==> config.mk <==
export PLATFORM = sky130hd
export DESIGN_NAME = fully_associative_lru_key_cache
export DESIGN_NICKNAME = d
export VERILOG_FILES = /design/src/falkc_pkg.sv /design/src/fully_associative_lru_key_cache.sv /design/src/falkc_ctrl.sv /design/src/falkc_datapath.sv
export SDC_FILE = /design/constraint.sdc
export NUM_CORES = 1
export LEC_CHECK = 0
export CAP_MARGIN = 30
export CORE_MARGIN = 4
export CORE_UTILIZATION = 50
export DETAILED_ROUTE_END_ITERATION = 8
export DONT_BUFFER_PORTS = 1
export GPL_ROUTABILITY_DRIVEN = 0
export MAX_ROUTING_LAYER = met4
export PLACE_DENSITY_LB_ADDON = 0.25
export SYNTH_ARGS = -nofsm -noshare
export SYNTH_HDL_FRONTEND = slang
export SYNTH_SLANG_ARGS = --single-unit
export TNS_END_PERCENT = 1
==> constraint.sdc <==
create_clock -name clk -period 12 [get_ports clk]
set_clock_uncertainty 0.05 [all_clocks]
set_input_delay 1.2 -clock clk [delete_from_list [all_inputs] [get_ports clk]]
set_output_delay 1.2 -clock clk [all_outputs]
set_load 0.005 [all_outputs]
==> src/falkc_pkg.sv <==
// ----------------------------------------------------------------------------
// falkc_pkg
// Shared types and fixed field widths of the fully associative LRU key cache.
// ----------------------------------------------------------------------------
package falkc_pkg;

    // fixed payload widths
    localparam int KEY_W    = 64;
    localparam int HANDLE_W = 32;
    localparam int SIZE_W   = 17;
    localparam int SLOT_W   = 3;

    // request kinds
    localparam logic KIND_LOOKUP = 1'b0;
    localparam logic KIND_INSERT = 1'b1;

    // controller states
    typedef enum logic [0:0] {
        ST_IDLE,
        ST_UPDATE
    } falkc_state_t;

    // commands from controller to datapath
    typedef struct packed {
        logic capture;   // take the item and register the compare vectors
        logic update;    // select the slot, age the ranks, write the result
    } falkc_cmd_t;

endpackage

==> src/fully_associative_lru_key_cache.sv <==
// Result: done strobes for one cycle. An item is accepted in the idle state,
// the update state follows, and done is registered from the update state.
// Flow: no new item is taken while busy. A parallel key compare runs in the
// accept cycle; slot selection, age update and slot write follow in update.
// Reset: age ranks load their slot index and the fill count clears; key and
// data storage is not cleared. Results cannot be stalled by the receiver.
// ----------------------------------------------------------------------------
// fully_associative_lru_key_cache
// Fully associative key cache with exact LRU age ranks: lookup and insert.
// ----------------------------------------------------------------------------
module fully_associative_lru_key_cache #(
    parameter int ENTRIES  = 8,
    parameter int KEY_BITS = 64
) (
    input  logic                             clk,
    input  logic                             rst_n,
    input  logic                             start,
    output logic                             busy,
    input  logic                             kind,
    input  logic [falkc_pkg::KEY_W-1:0]      key,
    input  logic [falkc_pkg::HANDLE_W-1:0]   object_handle,
    input  logic [falkc_pkg::SIZE_W-1:0]     object_size,
    output logic                             done,
    output logic                             found,
    output logic [falkc_pkg::SLOT_W-1:0]     slot,
    output logic [falkc_pkg::HANDLE_W-1:0]   found_handle,
    output logic [falkc_pkg::SIZE_W-1:0]     found_size
);
    import falkc_pkg::*;

    falkc_cmd_t cmd;

    // sequence each item
    falkc_ctrl u_ctrl (
        .clk   (clk),
        .rst_n (rst_n),
        .start (start),
        .busy  (busy),
        .done  (done),
        .cmd   (cmd)
    );

    // store, compare and age
    falkc_datapath #(
        .ENTRIES  (ENTRIES),
        .KEY_BITS (KEY_BITS)
    ) u_datapath (
        .clk           (clk),
        .rst_n         (rst_n),
        .cmd           (cmd),
        .kind          (kind),
        .key           (key),
        .object_handle (object_handle),
        .object_size   (object_size),
        .found         (found),
        .slot          (slot),
        .found_handle  (found_handle),
        .found_size    (found_size)
    );

endmodule

==> src/falkc_ctrl.sv <==
// ----------------------------------------------------------------------------
// falkc_ctrl
// Two-state sequencer: accept an item, then run the update cycle and strobe
// the result.
// ----------------------------------------------------------------------------
module falkc_ctrl (
    input  logic                  clk,
    input  logic                  rst_n,
    input  logic                  start,
    output logic                  busy,
    output logic                  done,
    output falkc_pkg::falkc_cmd_t cmd
);
    import falkc_pkg::*;

    falkc_state_t state_reg;
    falkc_state_t state_next;
    logic         done_reg;
    logic         done_next;

    // hold state and result strobe
    always_ff @(posedge clk or negedge rst_n)
    begin
        if (!rst_n)
        begin
            state_reg <= ST_IDLE;
            done_reg  <= 1'b0;
        end
        else
        begin
            state_reg <= state_next;
            done_reg  <= done_next;
        end
    end

    // advance on accept, return after the update cycle
    always_comb
    begin
        state_next  = state_reg;
        busy        = 1'b0;
        cmd.capture = 1'b0;
        cmd.update  = 1'b0;
        unique case (state_reg)
            ST_IDLE:
            begin
                cmd.capture = start;
                if (start)
                begin
                    state_next = ST_UPDATE;
                end
            end
            ST_UPDATE:
            begin
                busy       = 1'b1;
                cmd.update = 1'b1;
                state_next = ST_IDLE;
            end
            default:
            begin
                state_next = ST_IDLE;
            end
        endcase
        done_next = cmd.update;
    end

    assign done = done_reg;

endmodule

==> src/falkc_datapath.sv <==
// ----------------------------------------------------------------------------
// falkc_datapath
// Slot storage, parallel key compare, age ranks and the result registers.
// ----------------------------------------------------------------------------
module falkc_datapath #(
    parameter int ENTRIES  = 8,
    parameter int KEY_BITS = 64
) (
    input  logic                             clk,
    input  logic                             rst_n,
    input  falkc_pkg::falkc_cmd_t            cmd,
    input  logic                             kind,
    input  logic [falkc_pkg::KEY_W-1:0]      key,
    input  logic [falkc_pkg::HANDLE_W-1:0]   object_handle,
    input  logic [falkc_pkg::SIZE_W-1:0]     object_size,
    output logic                             found,
    output logic [falkc_pkg::SLOT_W-1:0]     slot,
    output logic [falkc_pkg::HANDLE_W-1:0]   found_handle,
    output logic [falkc_pkg::SIZE_W-1:0]     found_size
);
    import falkc_pkg::*;

    localparam int IDX_W = (ENTRIES > 1) ? $clog2(ENTRIES) : 1;
    localparam int CNT_W = $clog2(ENTRIES + 1);

    // slot storage
    logic [KEY_BITS-1:0] key_store [ENTRIES];
    logic [HANDLE_W-1:0] handle_mem [ENTRIES];
    logic [SIZE_W-1:0]   size_mem [ENTRIES];
    logic [IDX_W-1:0]    age_reg [ENTRIES];
    logic [IDX_W-1:0]    age_next [ENTRIES];
    logic [CNT_W-1:0]    fill_reg;
    logic [CNT_W-1:0]    fill_next;

    // captured item and compare vectors
    logic                kind_reg;
    logic [KEY_BITS-1:0] key_reg;
    logic [HANDLE_W-1:0] handle_in_reg;
    logic [SIZE_W-1:0]   size_in_reg;
    logic [ENTRIES-1:0]  hit_vec_reg;
    logic [ENTRIES-1:0]  hit_vec_next;
    logic [ENTRIES-1:0]  old_vec_reg;
    logic [ENTRIES-1:0]  old_vec_next;

    // result registers
    logic                found_reg;
    logic [SLOT_W-1:0]   slot_reg;
    logic [HANDLE_W-1:0] found_handle_reg;
    logic [SIZE_W-1:0]   found_size_reg;

    // update-cycle selection
    logic                hit_any;
    logic [IDX_W-1:0]    hit_idx;
    logic                old_any;
    logic [IDX_W-1:0]    old_idx;
    logic                is_full;
    logic                touch;
    logic                write_en;
    logic [IDX_W-1:0]    tgt;
    logic [IDX_W-1:0]    level;
    logic [IDX_W+2:0]    tgt_wide;
    logic                hit_found;

    // compare the incoming key against every filled slot, flag the oldest
    always_comb
    begin
        for (int i = 0; i < ENTRIES; i++)
        begin
            hit_vec_next[i] = (CNT_W'(i) < fill_reg) &&
                              (key_store[i] == key[KEY_BITS-1:0]);
            old_vec_next[i] = (age_reg[i] == IDX_W'(ENTRIES - 1));
        end
    end

    // pick lowest matching slot and lowest oldest slot
    always_comb
    begin
        hit_any = 1'b0;
        hit_idx = '0;
        old_any = 1'b0;
        old_idx = '0;
        for (int i = ENTRIES - 1; i >= 0; i--)
        begin
            if (hit_vec_reg[i])
            begin
                hit_any = 1'b1;
                hit_idx = IDX_W'(i);
            end
            if (old_vec_reg[i])
            begin
                old_any = 1'b1;
                old_idx = IDX_W'(i);
            end
        end
    end

    // choose the slot to touch and compute new ranks
    always_comb
    begin
        is_full   = (fill_reg == CNT_W'(ENTRIES));
        fill_next = fill_reg;
        touch     = 1'b0;
        write_en  = 1'b0;
        tgt       = '0;
        priority if (kind_reg == KIND_LOOKUP)
        begin
            touch = hit_any;
            tgt   = hit_idx;
        end
        else if (!is_full)
        begin
            touch     = 1'b1;
            write_en  = 1'b1;
            tgt       = fill_reg[IDX_W-1:0];
            fill_next = fill_reg + CNT_W'(1);
        end
        else
        begin
            touch    = old_any;
            write_en = old_any;
            tgt      = old_idx;
        end

        level = age_reg[tgt];
        for (int i = 0; i < ENTRIES; i++)
        begin
            age_next[i] = age_reg[i];
            if (touch)
            begin
                if (IDX_W'(i) == tgt)
                begin
                    age_next[i] = '0;
                end
                else if ((CNT_W'(i) < fill_reg) && (age_reg[i] < level))
                begin
                    age_next[i] = age_reg[i] + IDX_W'(1);
                end
            end
        end

        tgt_wide  = (IDX_W + 3)'(tgt);
        hit_found = (kind_reg == KIND_LOOKUP) && hit_any;
    end

    // hold ranks and fill count
    always_ff @(posedge clk or negedge rst_n)
    begin
        if (!rst_n)
        begin
            for (int i = 0; i < ENTRIES; i++)
            begin
                age_reg[i] <= IDX_W'(i);
            end
            fill_reg <= '0;
        end
        else if (cmd.update)
        begin
            for (int i = 0; i < ENTRIES; i++)
            begin
                age_reg[i] <= age_next[i];
            end
            fill_reg <= fill_next;
        end
    end

    // capture the item and its compare vectors
    always_ff @(posedge clk)
    begin
        if (cmd.capture)
        begin
            kind_reg      <= kind;
            key_reg       <= key[KEY_BITS-1:0];
            handle_in_reg <= object_handle;
            size_in_reg   <= object_size;
            hit_vec_reg   <= hit_vec_next;
            old_vec_reg   <= old_vec_next;
        end
    end

    // write the chosen slot, read stored data and register the result
    always_ff @(posedge clk)
    begin
        if (cmd.update)
        begin
            if (write_en)
            begin
                key_store[tgt]  <= key_reg;
                handle_mem[tgt] <= handle_in_reg;
                size_mem[tgt]   <= size_in_reg;
            end
            found_reg        <= hit_found;
            slot_reg         <= touch ? tgt_wide[SLOT_W-1:0] : '0;
            found_handle_reg <= hit_found ? handle_mem[tgt] : '0;
            found_size_reg   <= hit_found ? size_mem[tgt] : '0;
        end
    end

    assign found        = found_reg;
    assign slot         = slot_reg;
    assign found_handle = found_handle_reg;
    assign found_size   = found_size_reg;

endmodule

* Word level (Yosys, flattened, before mapping)
Memory sizes are Yosys's and may differ from the RTL's. A register that Yosys moved wholly into a read port is not among the register bits. Index checks and enable logic that the tools add are counted.
Cells by class: add/sub/neg operators 9, order comparisons 17, equality and inequality tests 24, multiplexer cells 63, bitwise gates (word level) 4, reductions and logical operators 37
Operators with widths (count):
- $eq A64 B64 Y1 | 8
- $mux W3 | 36
- $reduce_and A3 Y1 | 9
- $mux W1 | 25
- $add A3 B1 Y3 const B | 8
- $eq A3 B3 Y1 const B | 8
- $lt A3 B3 Y1 | 8
- $logic_and A1 B1 Y1 | 17
- $lt A3 B4 Y1 const A | 4
- $reduce_bool A2 Y1 | 8
- $eq A3 B3 Y1 const A | 4
- $bmux W3 S3 | 1
- $lt A1 B4 Y1 const A | 2
- $lt A2 B4 Y1 const A | 2
- $eq A2 B3 Y1 const A | 2
- $add A4 B1 Y4 const B | 1
- $eq A4 B4 Y1 const B | 1
- $ge A4 B4 Y1 const B | 1
- $not A3 Y4 | 1
- $eq A1 B3 Y1 const A | 1
- $logic_not A3 Y1 | 1
- $not A1 Y1 | 3
- $logic_not A1 Y1 | 2
- $pmux W1 S2 | 1
Storage, ports and cells: register bits after elaboration 164, RAM bits 904, bits of input ports 117, output and inout bits 55, word-level logic and storage cells 176, memories kept 3
Memory list:
- u_datapath.key_store | depth 8, width 64, rd ports 8, clocked after Yosys merged registers in 0, write ports 1, line falkc_datapath.sv:27 | logic [KEY_BITS-1:0] key_store [ENTRIES];
- u_datapath.handle_mem | depth 8, width 32, rd ports 1, clocked after Yosys merged registers in 1, write ports 1, line falkc_datapath.sv:28 | logic [HANDLE_W-1:0] handle_mem [ENTRIES];
- u_datapath.size_mem | depth 8, width 17, rd ports 1, clocked after Yosys merged registers in 1, write ports 1, line falkc_datapath.sv:29 | logic [SIZE_W-1:0] size_mem [ENTRIES];

* Logic depth before layout (Yosys ltp)
depth in word-level cells 18, gate-level depth with buffers 20

* Modules after synthesis
From an unflattened synthesis, not the netlist that was laid out.
Second synthesis, totals: cells, all modules 3064, area, all modules 45178.3 µm²
By module, submodules not included:
- falkc_datapath | instances 1, cells each 3059, area each 45099.5 µm², sequential area each 33357.0 µm²
- falkc_ctrl | instances 1, cells each 5, area each 78.8 µm², sequential area each 50.0 µm²

* Worst setup path after synthesis
OpenSTA, ideal clock, no wires.
path kind flip-flop to flip-flop, from reg u_datapath.fill_reg[1], to mem u_datapath.handle_mem[7][0], enable pin, arrival time 9.837 ns, required time 11.227 ns, slack 1.390 ns, cell stages (with the launch flop) 12, period minus slack after synthesis 10.610 ns, path through dfrtp_1 > inv_1 > ha_1 > nand3b_1 > mux2_2 > o31ai_1 > nor2_1 > inv_1 > clkbuf_1 > clkbuf_1 > nand2_1 > nor3_1
On the way: cells in the longest elaborated chain, start to end 6
Ends and longest elaborated chain:
- start: declaration | line falkc_datapath.sv:32 | logic [CNT_W-1:0] fill_reg;
- start signal: assignment | line falkc_datapath.sv:162 | fill_reg <= fill_next;
- $eq A4 B4 Y1 | line falkc_datapath.sv:100 | is_full = (fill_reg == CNT_W'(ENTRIES));
- $mux W1 | line falkc_datapath.sv:110 | else if (!is_full)
- $mux W1 | line falkc_datapath.sv:105 | priority if (kind_reg == KIND_LOOKUP)
- $mux W1 | line falkc_datapath.sv:185 | if (write_en)
- $mux W1 | line falkc_datapath.sv:183 | if (cmd.update)
- $mux W1 (not written as such) | line falkc_datapath.sv:188 | handle_mem[tgt] <= handle_in_reg;
- end: declaration | line falkc_datapath.sv:28
Several ways; a longest one is shown, not always the timed one.

* Worst setup path in the final report
from reg u_datapath.fill_reg[1], to mem u_datapath.handle_mem[5][19], enable pin
The elaborated chain is that of the path after synthesis.

==> key figures <==
STA
  – Worst slew pin tran: 1.02 ns
  – Finish-stage setup viols: 0
  – Setup TNS: 0 ns
  – Max Freq: 186 MHz
  – RSZ-0062 raised after global routing: false
  – PnR worst setup slack: 6.63 ns
  – Final slew viol count: 0
  – Fin crit share: 44.8%
  – Final hold vios: 0
  – Minimum clock period: 5.37 ns
  – Slew margin rel.: 31.3%

Placement
  – Post-Place Cells: 4045
  – IO Port Bufs: 0
  – Final HPWL DP: 76200 um
  – Pre-CTS setup slack: 6.47 ns

Logic synthesis
  – Synth unique cells: 55
  – Avg Cell Area, Syn: 14.9 sq um
  – Syn Std Cell Area: 44600 sq um
  – Main flop type after synthesis: edfxtp_1
  – Sequential area share after synthesis: 74.9%
  – Asr flop ratio synth: 2.69%
  – Syn nets: 3141
  – Post-synth EDFFs: 1087
  – Ys Warns: 0
  – Mapped Cells: 2998
  – Yosys reg bits: 1117

Worst setup path
  – Most common cell on crit path: buf_4
  – Type of origin of the critical path: flip-flop
  – Worst path bufs/invs: 5
  – Slowest cell on crit path: buf_4
  – CP Data Required Time: 12.32 ns
  – CP endpoint kind: flip-flop
  – CP startpoint: u_datapath.fill_reg[1]$_DFFE_PN0P_
  – FF-to-FF Start: u_datapath.fill_reg[1]$_DFFE_PN0P_
  – Critical path class: flip-flop to flip-flop
  – Crit path largest cell delay: 0.85 ns
  – Worst-path maximum fanout: 87
  – Crit-path cells: inv_1, ha_1, nand3b_1, o211ai_1, and2_4, buf_4, nand3_1, nor2_4, buf_4, buf_4, buf_12
  – Worst Path Arrival: 5.69 ns
  – Crit-path leading delay family: buffers and inverters

Routing
  – Wire per inst: 29.1 um
  – DR pass1 iterations: 6
  – DR vias: 25400
  – Routed vias/inst: 5.97
  – Final wirelength: 124000 um
  – Residual DRC: 0
  – Post-route ant nets: 0
  – Initial DRC count: 3182

Die
  – Core area: 88500 sq um
  – # rows: 109
  – Initial Util: 50.4%
  – Io pins: 172
  – Die height: 307 um
  – Die Wd: 307 um
  – Die footprint: 94100 sq um

Global route
  – Grt ovf: 0
  – First-pass GRT wire length: 176000 um
  – Initial antenna violation count: 5
  – Vias in the first global route: 24600
  – Largest net degree at the start of global routing: 92
  – Gr usage total: 26.7%

Cells and area
  – Number of flip-flops in the largest register: 512
  – P&R area growth vs syn: 11.0%
  – Fin cells: 4257
  – Register area: 33400 sq um
  – Most flop-heavy register: u_datapath.key_store
  – Filler cells: 6814
  – Final core occ: 56.0%
  – Share of cells above drive strength 1: 7.51%
  – Multi-input gate area: 10500 sq um
  – Biggest regs: u_datapath.key_store x512, u_datapath.handle_mem x256, u_datapath.size_mem x136
  – Net count, final: 3139

Clocking
  – Resized cells post-CTS: 0
  – Root Driver: clkbuf_16
  – H-tree levels: 3
  – Clock slew at reported path FFs: 0.06 ns
  – CTS tree: done
  – CTS Buf Count: 112
  – Clock buffer depth: 3
  – Hold Buf Count CTS: 0
  – Worst-skew pair later-pin latency: 0.70 ns
  – Setup bufs post-CTS: 0
  – Total clock sinks: 1117

Job
  – Maxcap violations: 0

Power and ir drop
  – PwrDens: 187 nW/um^2
  – Worst VDD drop: 0.148 mV
  – P_leak: 16.4 nW

Min path
  – Tightest Hold Check Type: input port to async pin

Status
  – Run status: complete, no violations
==> worst register-to-register path: stages, from the launching register on <==
cell and delay [ns]:
dfrtp_1 0.43, inv_1 0.13, ha_1 0.28, nand3b_1 0.21, o211ai_1 0.28, and2_4 0.65, buf_4 0.90, nand3_1 0.36
nor2_4 0.15, buf_4 0.67, buf_4 0.61, buf_12 0.31
==> layer usage <==
layer / GRT usage (%) / share of wire, %
met5: - / 0
met1: 34.2 / 38
met2: 43.8 / 49
met3: 4.67 / 8.5
met4: 8.78 / 3.6
==> cell usage after synthesis, types with 6 or more instances <==
cell | number | area share (%)
dfstp_2 | 12 | 0.71
inv_1 | 51 | 0.43
nor3_1 | 29 | 0.33
o311ai_1 | 6 | 0.12
nand4_1 | 70 | 0.98
xnor2_1 | 236 | 4.6
dfrtp_1 | 18 | 1.0
a21boi_1 | 6 | 0.10
a21oi_1 | 63 | 0.71
o21ai_1 | 6 | 0.067
o21ai_0 | 16 | 0.18
nor2b_1 | 11 | 0.15
ha_1 | 26 | 0.73
xor2_1 | 240 | 4.7
nand3_1 | 318 | 3.6
nor2_1 | 33 | 0.28
nand2_1 | 422 | 3.5
edfxtp_1 | 1087 | 73
nor4_1 | 77 | 1.1
mux2i_1 | 13 | 0.29
o311ai_0 | 6 | 0.12
o31ai_1 | 9 | 0.15
clkbuf_1 | 152 | 1.3
o22ai_1 | 22 | 0.31
a221oi_1 | 11 | 0.22
==> layout make-up <==
cell class | count | area share (%)
Timing Repair Buffer | 44 | 0.935
Clock buffer | 135 | 5.88
Sequential cell | 1117 | 67.5
Inverter | 52 | 0.407
Tap cell | 1165 | 2.94
Antenna cell | 3 | 0.0152
Multi-Input combinational cell | 1669 | 21.1
Clock inverter | 72 | 1.24
==> power by group <==
group	leakage, nW	switching (mW)	internal [mW]	total (mW)
Combinational	4.41	0.815	0.400	1.21
Clock	1.72	1.46	1.92	3.38
Sequential	10.3	0.187	4.51	4.69
Total	16.4	2.46	6.82	9.29
==> final timing paths <==
kind	end	slack, ns	depth (start not counted)
worst max-delay path	u_datapath.handle_mem[5][19]$_DFFE_PP_	6.63	11
worst min-delay path	u_datapath.age_reg[3]$_DFFE_PN0P_	0.15	0
worst max register to register	u_datapath.handle_mem[5][19]$_DFFE_PP_	6.63	11
worst min register to register	u_datapath.age_reg[11]$_DFFE_PN1P_	0.47	2
max in group asynchronous	u_datapath.age_reg[2]$_DFFE_PN1P_	11.55	0
min in group clk	u_datapath.age_reg[11]$_DFFE_PN1P_	0.47	2
==> cells in the final DEF, fill, tap and decap left out, types with 5 or more instances in the layout <==
cell       Yosys  layout
o2bb2ai_1      5       5
o21ai_1        6       6
buf_16         0       5
xnor2_1      236     236
o22ai_1       22      22
o311ai_0       6       6
nor2_4         0       7
mux2i_1       13      13
clkinv_1       0      34
o31ai_1        9       9
nor2b_1       11      10
nand2_1      422     422
nand4_1       70      70
clkbuf_16      0     113
nor2_1        33      26
dfrtp_1       18      17
mux2_1         5       5
xor2_1       240     240
a221oi_1      11      11
o311ai_1       6       6
edfxtp_1    1087    1087
nor4_1        77      77
buf_4          0      34
nor3_1        29      27
ha_1          26      26
clkbuf_1     152      22
clkinv_2       1      20
nand3_1      318     318
a21boi_1       6       6
inv_1         51      49
a21oi_1       63      63
bufinv_16      0       9
o21ai_0       16      16
dfstp_2       12      12
==> cell families (layout without fill, tap and decap cells) <==
family / count (synthesis) / in the layout / share of synthesized area [%]
other cells: 0 / 3 / 0
simple gates: 976 / 976 / 10.2
flops: 1117 / 1117 / 74.9
mux: 21 / 21 / 0.544
buf+inv: 212 / 303 / 1.84
xor+xnor: 476 / 476 / 9.34
compound gates: 170 / 170 / 2.47
fa+ha+maj: 26 / 26 / 0.729
==> metrics by stage <==
step | hold slack, ns | total power, mW | area, sq um
after floorplan | 0.431 | 5.60 | 44600
after global placement | 0.459 | 5.91 | 45800
after detailed placement | 0.466 | 5.98 | 46000
after CTS | 0.110 | 9.33 | 49500
after global routing | 0.115 | 9.65 | 49500
final | 0.154 | 9.29 | 49500
(Power assumes the default switching activity.)
